[src/rtl/line_pixel_rasterizer_unit_defines.svh]
// ---------------------------------------------------------------------------
// Line pixel rasterizer assertion macros
// Shared concurrent assertion forms used by the rasterizer modules.
// ---------------------------------------------------------------------------
`ifndef LINE_PIXEL_RASTERIZER_UNIT_DEFINES_SVH
`define LINE_PIXEL_RASTERIZER_UNIT_DEFINES_SVH

// Same-cycle implication, disabled while reset is high.
`define LPR_ASSERT_NOW(label, clk, rst, ante, cons, msg) \
  label: assert property (@(posedge clk) disable iff (rst) (ante) |-> (cons)) \
    else $error(msg);

// Next-cycle implication, disabled while reset is high.
`define LPR_ASSERT_NEXT(label, clk, rst, ante, cons, msg) \
  label: assert property (@(posedge clk) disable iff (rst) (ante) |=> (cons)) \
    else $error(msg);

`endif

[src/rtl/lpr_pkg.sv]
// ---------------------------------------------------------------------------
// Line pixel rasterizer package
// Beat types, line setup bundle and request codes shared by the rasterizer.
// ---------------------------------------------------------------------------
package lpr_pkg;

  localparam int COORD_BITS  = 12;
  localparam int COLOUR_BITS = 32;
  localparam int DELTA_BITS  = COORD_BITS + 1;
  localparam int INCR_BITS   = COORD_BITS + 2;
  localparam int ERR_BITS    = COORD_BITS + 3;

  localparam logic REQ_LINE = 1'b0;
  localparam logic REQ_TICK = 1'b1;

  typedef struct packed {
    logic                          req_type;
    logic signed [COORD_BITS-1:0]  start_x;
    logic signed [COORD_BITS-1:0]  start_y;
    logic signed [COORD_BITS-1:0]  end_x;
    logic signed [COORD_BITS-1:0]  end_y;
    logic        [COLOUR_BITS-1:0] line_colour;
  } in_item_t;

  typedef struct packed {
    logic signed [COORD_BITS-1:0]  pixel_x;
    logic signed [COORD_BITS-1:0]  pixel_y;
    logic        [COLOUR_BITS-1:0] pixel_colour;
    logic                          last_pixel;
  } out_item_t;

  typedef struct packed {
    logic                         single;
    logic                         swapped;
    logic signed [COORD_BITS-1:0] major_pos;
    logic signed [COORD_BITS-1:0] major_end;
    logic signed [COORD_BITS-1:0] minor_pos;
    logic                         minor_up;
    logic        [DELTA_BITS-1:0] major_delta;
    logic        [INCR_BITS-1:0]  error_incr;
  } line_setup_t;

endpackage

[src/rtl/lpr_setup.sv]
// ---------------------------------------------------------------------------
// Line setup
// Chooses the major axis, orders the endpoints and derives the error terms.
// ---------------------------------------------------------------------------
module lpr_setup (
  input  lpr_pkg::in_item_t    item,
  output lpr_pkg::line_setup_t setup
);

  logic signed [lpr_pkg::DELTA_BITS-1:0] dx;
  logic signed [lpr_pkg::DELTA_BITS-1:0] dy;
  logic        [lpr_pkg::DELTA_BITS-1:0] adx;
  logic        [lpr_pkg::DELTA_BITS-1:0] ady;
  logic signed [lpr_pkg::COORD_BITS-1:0] a1;
  logic signed [lpr_pkg::COORD_BITS-1:0] b1;
  logic signed [lpr_pkg::COORD_BITS-1:0] a2;
  logic signed [lpr_pkg::COORD_BITS-1:0] b2;
  logic signed [lpr_pkg::COORD_BITS-1:0] oa1;
  logic signed [lpr_pkg::COORD_BITS-1:0] ob1;
  logic signed [lpr_pkg::COORD_BITS-1:0] oa2;
  logic signed [lpr_pkg::COORD_BITS-1:0] ob2;
  logic                                  swapped;
  logic                                  flip;

  always_comb begin
    dx  = {item.end_x[lpr_pkg::COORD_BITS-1], item.end_x}
        - {item.start_x[lpr_pkg::COORD_BITS-1], item.start_x};
    dy  = {item.end_y[lpr_pkg::COORD_BITS-1], item.end_y}
        - {item.start_y[lpr_pkg::COORD_BITS-1], item.start_y};
    adx = dx[lpr_pkg::DELTA_BITS-1] ? (~dx + 1'b1) : dx;
    ady = dy[lpr_pkg::DELTA_BITS-1] ? (~dy + 1'b1) : dy;
    swapped = adx < ady;
    flip    = swapped ? dy[lpr_pkg::DELTA_BITS-1] : dx[lpr_pkg::DELTA_BITS-1];

    if (swapped) begin
      a1 = item.start_y;
      b1 = item.start_x;
      a2 = item.end_y;
      b2 = item.end_x;
    end else begin
      a1 = item.start_x;
      b1 = item.start_y;
      a2 = item.end_x;
      b2 = item.end_y;
    end

    if (flip) begin
      oa1 = a2;
      ob1 = b2;
      oa2 = a1;
      ob2 = b1;
    end else begin
      oa1 = a1;
      ob1 = b1;
      oa2 = a2;
      ob2 = b2;
    end

    setup.single      = (dx == '0) && (dy == '0);
    setup.swapped     = swapped;
    setup.major_pos   = oa1;
    setup.major_end   = oa2;
    setup.minor_pos   = ob1;
    setup.minor_up    = ob2 > ob1;
    setup.major_delta = swapped ? ady : adx;
    setup.error_incr  = {(swapped ? adx : ady), 1'b0};
  end

endmodule

[src/rtl/lpr_stepper.sv]
// ---------------------------------------------------------------------------
// Line stepper
// Holds the line state, forms one pixel per beat and advances the error term.
// ---------------------------------------------------------------------------
`include "line_pixel_rasterizer_unit_defines.svh"

module lpr_stepper (
  input  logic                 clk,
  input  logic                 rst,
  input  logic                 fire,
  input  lpr_pkg::in_item_t    item,
  output logic                 has_result,
  output lpr_pkg::out_item_t   result
);

  localparam int SUM_BITS = lpr_pkg::ERR_BITS + 1;

  lpr_pkg::line_setup_t setup;

  logic                                    busy;
  logic signed [lpr_pkg::COORD_BITS-1:0]   major_pos;
  logic signed [lpr_pkg::COORD_BITS-1:0]   major_end;
  logic signed [lpr_pkg::COORD_BITS-1:0]   minor_pos;
  logic                                    minor_up;
  logic                                    axes_swapped;
  logic signed [lpr_pkg::ERR_BITS-1:0]     error_acc;
  logic        [lpr_pkg::INCR_BITS-1:0]    error_incr;
  logic        [lpr_pkg::DELTA_BITS-1:0]   major_delta;
  logic        [lpr_pkg::COLOUR_BITS-1:0]  held_colour;

  logic                                    cmd;
  logic                                    last;
  logic                                    busy_next;
  logic                                    load;
  logic signed [lpr_pkg::COORD_BITS-1:0]   src_major;
  logic signed [lpr_pkg::COORD_BITS-1:0]   src_end;
  logic signed [lpr_pkg::COORD_BITS-1:0]   src_minor;
  logic                                    src_up;
  logic                                    src_swapped;
  logic signed [lpr_pkg::ERR_BITS-1:0]     src_acc;
  logic        [lpr_pkg::INCR_BITS-1:0]    src_incr;
  logic        [lpr_pkg::DELTA_BITS-1:0]   src_delta;
  logic signed [SUM_BITS-1:0]              sum;
  logic                                    minor_step;
  logic signed [lpr_pkg::ERR_BITS-1:0]     error_acc_next;
  logic signed [lpr_pkg::COORD_BITS-1:0]   minor_pos_next;
  logic signed [lpr_pkg::COORD_BITS-1:0]   major_pos_next;

  lpr_setup u_setup (
    .item  (item),
    .setup (setup)
  );

  always_comb begin
    cmd = item.req_type == lpr_pkg::REQ_LINE;

    if (cmd) begin
      src_major   = setup.major_pos;
      src_end     = setup.major_end;
      src_minor   = setup.minor_pos;
      src_up      = setup.minor_up;
      src_swapped = setup.swapped;
      src_acc     = '0;
      src_incr    = setup.error_incr;
      src_delta   = setup.major_delta;
      last        = setup.single;
    end else begin
      src_major   = major_pos;
      src_end     = major_end;
      src_minor   = minor_pos;
      src_up      = minor_up;
      src_swapped = axes_swapped;
      src_acc     = error_acc;
      src_incr    = error_incr;
      src_delta   = major_delta;
      last        = major_pos >= major_end;
    end

    has_result = cmd | busy;
    result.pixel_x      = src_swapped ? src_minor : src_major;
    result.pixel_y      = src_swapped ? src_major : src_minor;
    result.pixel_colour = cmd ? item.line_colour : held_colour;
    result.last_pixel   = last;

    sum = {src_acc[lpr_pkg::ERR_BITS-1], src_acc}
        + $signed({{(SUM_BITS-lpr_pkg::INCR_BITS){1'b0}}, src_incr});
    minor_step = sum > $signed({{(SUM_BITS-lpr_pkg::DELTA_BITS){1'b0}}, src_delta});
    if (minor_step) begin
      error_acc_next = lpr_pkg::ERR_BITS'(sum
        - $signed({{(SUM_BITS-lpr_pkg::DELTA_BITS-1){1'b0}}, src_delta, 1'b0}));
      minor_pos_next = src_up ? src_minor + 1'b1 : src_minor - 1'b1;
    end else begin
      error_acc_next = lpr_pkg::ERR_BITS'(sum);
      minor_pos_next = src_minor;
    end
    major_pos_next = src_major + 1'b1;

    busy_next = cmd ? ~setup.single : (busy & ~last);
    load      = cmd | (busy & ~last);
  end

  always_ff @(posedge clk) begin
    if (rst) begin
      busy <= 1'b0;
    end else if (fire) begin
      busy <= busy_next;
    end
  end

  always_ff @(posedge clk) begin
    if (fire && load) begin
      major_pos    <= major_pos_next;
      major_end    <= src_end;
      minor_pos    <= minor_pos_next;
      minor_up     <= src_up;
      axes_swapped <= src_swapped;
      error_acc    <= error_acc_next;
      error_incr   <= src_incr;
      major_delta  <= src_delta;
    end
    if (fire && cmd) begin
      held_colour <= item.line_colour;
    end
  end

  `LPR_ASSERT_NEXT(a_major_steps, clk, rst,
    fire && !cmd && busy && !last, major_pos == $past(major_pos) + 1'b1,
    "major coordinate did not advance by one on a tick")

  `LPR_ASSERT_NEXT(a_single_idles, clk, rst,
    fire && cmd && setup.single, !busy,
    "single-pixel line left the stepper busy")

  `LPR_ASSERT_NEXT(a_last_ends_line, clk, rst,
    fire && !cmd && busy && last, !busy,
    "final pixel of a line left the stepper busy")

endmodule

[src/rtl/line_pixel_rasterizer_unit.sv]
// ---------------------------------------------------------------------------
// Line pixel rasterizer unit
// Bresenham line rasterizer giving at most one pixel beat per accepted beat.
//
// An input beat with req_type REQ_LINE carries two endpoints and a colour;
// it starts a new line, abandoning any line in progress, and yields the
// first pixel. A beat with req_type REQ_TICK yields the next pixel of the
// current line, or no output beat when no line is in progress. The final
// pixel of a line has last_pixel set.
// Each accepted beat is captured in an input register and, once the output
// register is free, processed from there into the output register. One
// beat is accepted every cycle while the output does not stall; the error
// update in the stepper is combinational and does not limit that rate.
// A stall on the output while it holds a pixel holds the output register
// and the input register; in_stall follows out_stall in the same cycle
// whenever both registers hold a beat, so one more beat is taken only
// while the input register is empty.
// Reset empties both registers and ends any line in progress.
// ---------------------------------------------------------------------------
`include "line_pixel_rasterizer_unit_defines.svh"

module line_pixel_rasterizer_unit (
  input  logic                clk,
  input  logic                rst,
  input  logic                in_valid,
  output logic                in_stall,
  input  lpr_pkg::in_item_t   in_item,
  output logic                out_valid,
  input  logic                out_stall,
  output lpr_pkg::out_item_t  out_item
);

  logic                s1_valid;
  lpr_pkg::in_item_t   s1_item;
  logic                out_free;
  logic                s1_fire;
  logic                has_result;
  lpr_pkg::out_item_t  result;

  assign out_free = ~out_valid | ~out_stall;
  assign s1_fire  = s1_valid & out_free;
  assign in_stall = s1_valid & ~out_free;

  always_ff @(posedge clk) begin
    if (rst) begin
      s1_valid <= 1'b0;
    end else if (!in_stall) begin
      s1_valid <= in_valid;
    end
  end

  always_ff @(posedge clk) begin
    if (in_valid && !in_stall) begin
      s1_item <= in_item;
    end
  end

  lpr_stepper u_stepper (
    .clk        (clk),
    .rst        (rst),
    .fire       (s1_fire),
    .item       (s1_item),
    .has_result (has_result),
    .result     (result)
  );

  always_ff @(posedge clk) begin
    if (rst) begin
      out_valid <= 1'b0;
    end else if (out_free) begin
      out_valid <= s1_fire & has_result;
    end
  end

  always_ff @(posedge clk) begin
    if (s1_fire && has_result) begin
      out_item <= result;
    end
  end

  `LPR_ASSERT_NOW(a_stall_needs_item, clk, rst,
    in_stall, s1_valid && out_valid,
    "input stalled without a held beat and a held result")

  `LPR_ASSERT_NEXT(a_held_beat_kept, clk, rst,
    s1_valid && !out_free, s1_valid && $stable(s1_item),
    "input register lost a beat while the output was blocked")

  `LPR_ASSERT_NEXT(a_result_lands, clk, rst,
    s1_fire && has_result, out_valid,
    "processed beat with a pixel did not reach the output register")

endmodule

[config.mk]
export PLATFORM = sky130hd
export DESIGN_NAME = line_pixel_rasterizer_unit
export DESIGN_NICKNAME = d
export VERILOG_FILES = /design/src/rtl/lpr_pkg.sv /design/src/rtl/lpr_setup.sv /design/src/rtl/lpr_stepper.sv /design/src/rtl/line_pixel_rasterizer_unit.sv
export VERILOG_INCLUDE_DIRS = /design/src /design/src/rtl
export SDC_FILE = /design/constraint.sdc
export NUM_CORES = 1
export LEC_CHECK = 0
export CAP_MARGIN = 20
export CORE_ASPECT_RATIO = 1.5
export CORE_MARGIN = 1.5
export CORE_UTILIZATION = 45
export CTS_CLUSTER_DIAMETER = 120
export DETAILED_ROUTE_END_ITERATION = 6
export DONT_BUFFER_PORTS = 1
export PLACE_DENSITY = 0.65
export SKIP_LAST_GASP = 1
export SLEW_MARGIN = 20
export SYNTH_ARGS = -nofsm -noshare
export SYNTH_HDL_FRONTEND = slang
export SYNTH_HIERARCHICAL = 1
export SYNTH_SLANG_ARGS = --single-unit
[constraint.sdc]
create_clock -name clk -period 15.3 [get_ports clk]
set_clock_uncertainty 0.2 [all_clocks]
set_input_delay 0 -clock clk [delete_from_list [all_inputs] [get_ports clk]]
set_output_delay 0 -clock clk [all_outputs]
set_load 0.01 [all_outputs]
==> results of run 1 <==
-- power groups by stage --
stage | Sequential [mW] | Clock, mW | Combinational [mW]
global route | 0.990 | 0.638 | 2.61
finish | 0.983 | 0.603 | 2.35
detailed placement | 0.997 | 0 | 2.29
global placement | 0.995 | 0 | 2.23
floorplan | 0.985 | 0 | 1.82
CTS | 0.982 | 0.613 | 2.34
-- critical path, delay by kind of cell (launching register included) --
kind / cells / cell delay [ns]
compound gates: 15 / 4.00
xor+xnor: 2 / 0.56
fa+ha+maj: 5 / 1.57
buf+inv: 7 / 2.47
flops: 1 / 0.46
mux: 3 / 0.83
simple gates: 4 / 0.44
-- worst max-delay path by stage --
stage	start	slack (ns)	cells after the start	to
6_report	s1_item[68]	4.40	36	u_stepper/error_acc[2]
5_1_grt	s1_item[68]	3.79	37	u_stepper/error_acc[2]
4_1_cts	s1_item[68]	4.49	36	u_stepper/error_acc[2]
3_5_place_dp	s1_item[68]	4.54	36	u_stepper/error_acc[2]
3_3_place_gp	s1_item[68]	4.73	36	u_stepper/error_acc[2]
2_1_floorplan	s1_item[38]	6.79	35	u_stepper/minor_pos[11]
-- repair_timing --
action / in CTS / in global routing
hold buffers: 167 / 0
setup buffers: 0 / 0
hold endpoints to repair: 145 / 0
-- synthesized netlist by cell type (5+ instances only) --
master / instances / area share
o211ai_1: 26 / 0.012
buf_1: 8 / 0.0018
nor2b_1: 19 / 0.0072
xor2_1: 25 / 0.013
nand2_1: 108 / 0.025
o21a_1: 11 / 0.0050
ha_1: 113 / 0.086
fa_1: 5 / 0.0061
inv_1: 97 / 0.022
mux2_2: 102 / 0.070
nand4_1: 11 / 0.0042
a31oi_1: 10 / 0.0038
mux2i_1: 64 / 0.039
nand2b_1: 15 / 0.0057
clkbuf_1: 29 / 0.0066
o21ai_1: 6 / 0.0018
a2111oi_0: 7 / 0.0037
nor3_1: 21 / 0.0064
nor2_1: 132 / 0.030
and3_1: 6 / 0.0023
a211oi_1: 12 / 0.0055
edfxtp_1: 250 / 0.46
a21o_1: 18 / 0.0082
buf_6: 6 / 0.0041
or3_1: 10 / 0.0038
buf_2: 12 / 0.0037
xnor2_1: 51 / 0.027
o31a_1: 5 / 0.0027
o21ai_0: 62 / 0.019
nand3_1: 24 / 0.0073
a21oi_1: 138 / 0.042
and2_1: 28 / 0.011
o21bai_1: 8 / 0.0037
-- metal layers --
metal / GRT usage / share of wire
met2: 0.4316 / 0.52
met5: 0 / 0
met1: 0.2450 / 0.38
met3: 0.02470 / 0.040
met4: 0.1358 / 0.064
-- kinds of logic after synthesis --
kind of cell / Yosys count / synth area share
AOI/OAI and AO/OA: 345 / 0.1334
xor gates and xnor gates: 77 / 0.04153
adders and majority gates: 118 / 0.09221
buffers and inverters: 161 / 0.04374
DFF: 253 / 0.4609
muxes: 169 / 0.1110
other: 1 / 0.0002284
and+or+nand+nor: 402 / 0.1169
-- through the flow --
stage          utilization  cell area [um^2]  total power [mW]
3_5_place_dp        0.4685             16840             3.286
5_1_grt             0.5368             19300             4.237
6_report            0.5368             19300             3.936
4_1_cts             0.5367             19290             3.935
3_3_place_gp        0.4684             16840             3.223
2_1_floorplan            -             16420             2.802
-- flip-flops by register name (all words and copies together) (netlist names), 12 cells and up --
signal                 flops
u_stepper/major_delta     13
s1_item                   81
u_stepper/major_pos       12
out_item                  57
u_stepper/error_acc       15
u_stepper/major_end       12
u_stepper/held_colour     32
u_stepper/error_incr      14
u_stepper/minor_pos       12
-- layout make-up --
class	count	area, um^2
clock inverters	10	116.4
clock buffers	30	664.4
well taps	478	598.1
multi-input cells	1112	8194
inverters	98	369.1
flip-flops and latches	253	7567
repair buffers	182	1788
fillers	3097	16650
==> impl_metrics.toml, run 1 <==
[critical_path]
reg2reg_slack_ns = 4.40
crit_path_frequent_cell = "buf_4"
reg2reg_from = "s1_item[68]"
crit_type = "flip-flop to flip-flop"
cp.required_ns = 15.38
arrival_ns = 10.98
max_stage_delay_ns = 0.59
startpoint_type = "flip-flop"
r2r-end = "u_stepper/error_acc[2]"
crit_fanout = 60
rr_worst_depth = 36
crit_slowest_cell = "a31oi_4"
endpoint_kind = "flip-flop"

[cells_and_area]
final_cell_mix = "250 x edfxtp_1, 167 x dlygate4sd3_1, 137 x a21oi_1, 131 x nor2_1, 113 x ha_1"
stdcell_count = 2163
area_growth_pct = 17.54
drive_gt1_frac = 0.1074
antenna_cells = 0
final_common_cell = "edfxtp_1"
nNetsFinal = 1874

[cts]
cts.sinks = 253
cts_tree = "yes"
cts.clk_slew.worst_paths_ns = 0.07
htreeDepth = 1
cts_resized = 0
cts_max_path_buffers = 3
cts-root-buf = "clkbuf_16"
cts_buffers = 24
clk_latency_ns = 0.53

[worst_hold_path]
hp-class = "input port to flip-flop"
whs_path_depth = 3
min_to = "s1_item[10]"
hold_start = "in_valid"

[global_routing]
overflow = 0
grt_antenna_before_repair = 0
grt_pass1_vias = 12520
grt_util_all_layers = 0.2288
grt_max_degree = 82
grt_pass1_wl_mm = 68.01

[synthesis]
synth_area_mm2 = 0.01642
synth_cell_type_count = 86
async_flop_share = 0
ys.flop_type = "edfxtp_1"
yosysWarnings = 6
synth_nets = 1729
synth_edf_count = 250
synth.yosys.seq_area_share = 0.4609
ys_ff_latch = 253
synth_cells = 1526
avgSynthCellArea_um2 = 10.76

[sta]
setup_viol_count_final = 0
fmaxAchievable_ghz = 0.09172
whs_ns = 0.06711
grt_setup_unrepaired = "no"
max-slew-margin-rel = 0.3650
finalHoldViolCount = 0
tightest_slew_ns = 0.9525
slew_viol_final = 0
setup_ws_ns = 4.398
fin_crit_sh = 0.7126
min_period_ns = 10.90
tns_ns = 0

[power]
clkPwrFrac = 0.153
p_comb_frac = 0.597
p_per_area_mw_per_mm2 = 204.0
p_sw_mw = 1.663
p_seq_frac = 0.250
p_sw_frac = 0.4224
p_leak_nw = 7.465
intPower_mw = 2.273
ir_drop_uv = 173.1

[floorplan]
start_util = 0.4567
fp.dieH_um = 236.9
die_x_um = 159.0
io_pins = 144
core_area_mm2 = 0.03595
rows = 85
dieArea_mm2 = 0.03766

[placement]
pre_cts_ws_ns = 4.542
hpwl_mm = 30.69
gp_congestion = 0.9219
placed_cells = 1956
port_buffers = 0

[drt]
dr.pass1.iters = 5
drt_iter0_drc = 859
vias = 12310
drt.antenna.violating_nets = 0
wire_per_inst_um = 20.00
vias_per_cell = 5.689
drt-total-wl_mm = 43.25
drc = 0

[outcome]
status = "finished clean"

[run]
cap_violations = 0
Power figures use the tool's default switching activity.
==> run 2, diff against run 1 <==
--- a/config.mk
+++ b/config.mk
@@ -13,7 +13,7 @@
 export CTS_CLUSTER_DIAMETER = 120
 export DETAILED_ROUTE_END_ITERATION = 6
 export DONT_BUFFER_PORTS = 1
-export PLACE_DENSITY = 0.65
+export PLACE_DENSITY = 0.67
 export SKIP_LAST_GASP = 1
 export SLEW_MARGIN = 20
 export SYNTH_ARGS = -nofsm -noshare
==> constraint.sdc (replaced) <==
create_clock -name clk -period 9.08 [get_ports clk]
set_clock_uncertainty 0.2 [all_clocks]
set_input_delay 0 -clock clk [delete_from_list [all_inputs] [get_ports clk]]
set_output_delay 0 -clock clk [all_outputs]
set_load 0.01 [all_outputs]
==> run 2 against run 1 <==
Global-route usage up 0.63 points. Total power up 77%. Final cell count rose by 0.97%. Via count grew 1.7%. Flip-flop and latch count did not move. Combinational power increased by 78%. Critical path type unchanged. Critical endpoint is now u_stepper/error_acc[9]. Largest power group unchanged.
==> impl_metrics.toml, run 2 (synthesis gave the netlist of run 1 again) <==
[floorplan]
die_x_um = 159.0
fp.dieH_um = 236.9
rows = 85
core_area_mm2 = 0.03595
dieArea_mm2 = 0.03766
io_pins = 144
start_util = 0.4567

[cts]
cts.sinks = 253
cts_max_path_buffers = 3
cts_buffers = 25
cts.clk_slew.worst_paths_ns = 0.07
cts_tree = "yes"
htreeDepth = 1
cts-root-buf = "clkbuf_16"
clk_latency_ns = 0.55

[sta]
setup_viol_count_final = 0
fmaxAchievable_ghz = 0.1148
max-slew-margin-rel = 0.3765
min_period_ns = 8.714
finalHoldViolCount = 0
fin_crit_sh = 0.9597
whs_ns = 0.2525
tightest_slew_ns = 0.9093
grt_setup_unrepaired = "yes"
slew_viol_final = 0
tns_ns = 0

[cells_and_area]
reg_top3 = "s1_item: 81 flops, out_item: 57 flops, u_stepper/held_colour: 32 flops"
largest_reg_flops = 81
largest_register = "s1_item"
fillers = 3125
antenna_cells = 0
area_growth_pct = 19.96
drive_gt1_frac = 0.1284
final_common_cell = "edfxtp_1"
nNetsFinal = 1891
stdcell_count = 2184
final_cell_mix = "250 x edfxtp_1, 168 x dlygate4sd3_1, 135 x a21oi_1, 130 x nor2_1, 112 x ha_1"

[drt]
top_layer = "met4"
wire_per_inst_um = 20.59
dr.pass1.iters = 5
drt.antenna.violating_nets = 0
drc = 0
wl_met1_mm = 16.62
vias = 12520
wl_met2_mm = 23.79
dr_wl_met3_mm = 1.805
drt-total-wl_mm = 44.97
vias_per_cell = 5.732
drt_iter0_drc = 752

[power]
p_per_area_mw_per_mm2 = 354.3
p_leak_nw = 7.659
ir_drop_uv = 226.9

[global_routing]
overflow = 0
grt_pass1_vias = 12670
grt_util_all_layers = 0.2352
grt_antenna_before_repair = 0
grt_pass1_wl_mm = 69.43
grt_max_degree = 71

[critical_path]
startpoint_type = "flip-flop"
reg2reg_from = "s1_item[38]"
crit_type = "flip-flop to flip-flop"
rr_worst_depth = 32
reg2reg_slack_ns = 0.37
startpoint = "s1_item[38]"
crit_slowest_cell = "edfxtp_1"
crit_path_frequent_cell = "ha_1"
crit_end = "u_stepper/error_acc[9]"
r2r-end = "u_stepper/error_acc[9]"
arrival_ns = 8.80
cp.required_ns = 9.16
endpoint_kind = "flip-flop"
crit_fanout = 19
max_stage_delay_ns = 0.47

[placement]
placed_cells = 1967
port_buffers = 0
hpwl_mm = 30.85
gp_congestion = 0.9122

[run]
cap_violations = 0

[outcome]
status = "finished clean"

[worst_hold_path]
hp-class = "flip-flop to flip-flop"
-- run 2: worst min-delay path by stage --
stage	start	endpoint	slack, ns	cells past startpoint
floorplan	rst	s1_valid	-0.14	1
global placement	rst	s1_valid	-0.14	1
detailed placement	rst	s1_valid	-0.13	1
CTS	in_valid	s1_item[28]	0.25	3
global route	s1_item[1]	u_stepper/held_colour[1]	0.26	0
finish	s1_item[1]	u_stepper/held_colour[1]	0.25	0
-- run 2: critical path: cells and delay by family, from the launching register on --
| family | cells | cell delay [ns] |
|---|---|---|
| AO/OA/AOI/OAI | 14 | 3.16 |
| XOR/XNOR | 1 | 0.14 |
| adder cells (fa/ha/maj) | 4 | 1.41 |
| buffers and inverters | 3 | 0.58 |
| flip-flops | 1 | 0.47 |
| multiplexers | 4 | 1.18 |
| AND/OR/NAND/NOR | 6 | 1.31 |
-- run 2: timing repair --
action | in CTS | in global routing
hold endpoints to repair | 170 | 0
gates resized for setup | 1 | 29
pin swaps | 0 | 3
hold buffers | 168 | 0
endpoints found under the setup margin | 1 | 26
cloned | 0 | 1
setup buffers | 0 | 3
-- run 2: stage by stage --
stage               utilization  setup slack [ns]  power, mW  area [um^2]
detailed placement       0.4714           0.03316      5.656        16950
finish                   0.5479            0.3658      6.979        19700
floorplan                     -            0.5695      4.721        16420
global route             0.5479          -0.04513      7.470        19700
global placement         0.4714            0.2852      5.538        16950
CTS                      0.5426           0.02345      6.870        19510
-- run 2: routing by layer --
metal	up-vias	global-route usage
met5	-	0
met4	0	0.1352
met3	113	0.02592
met2	409	0.4471
met1	6061	0.2499
li1	5936	-
-- run 2: report_power, final --
| part | leakage, nW | total, mW | switching [mW] | internal, mW |
|---|---|---|---|---|
| clock network | 0.431 | 1.13 | 0.477 | 0.658 |
| logic | 4.86 | 4.19 | 2.41 | 1.78 |
| registers | 2.37 | 1.66 | 0.0643 | 1.59 |
-- run 2: cell type report --
cell class | count | area [um^2] | area share
Timing Repair Buffer | 198 | 1949 | 0.09898
Clock inverter | 17 | 242.7 | 0.01232
Tap cell | 478 | 598.1 | 0.03037
Inverter | 98 | 370.4 | 0.01880
Multi-Input combinational cell | 1112 | 8330 | 0.4230
Sequential cell | 253 | 7567 | 0.3842
Clock buffer | 28 | 636.9 | 0.03234
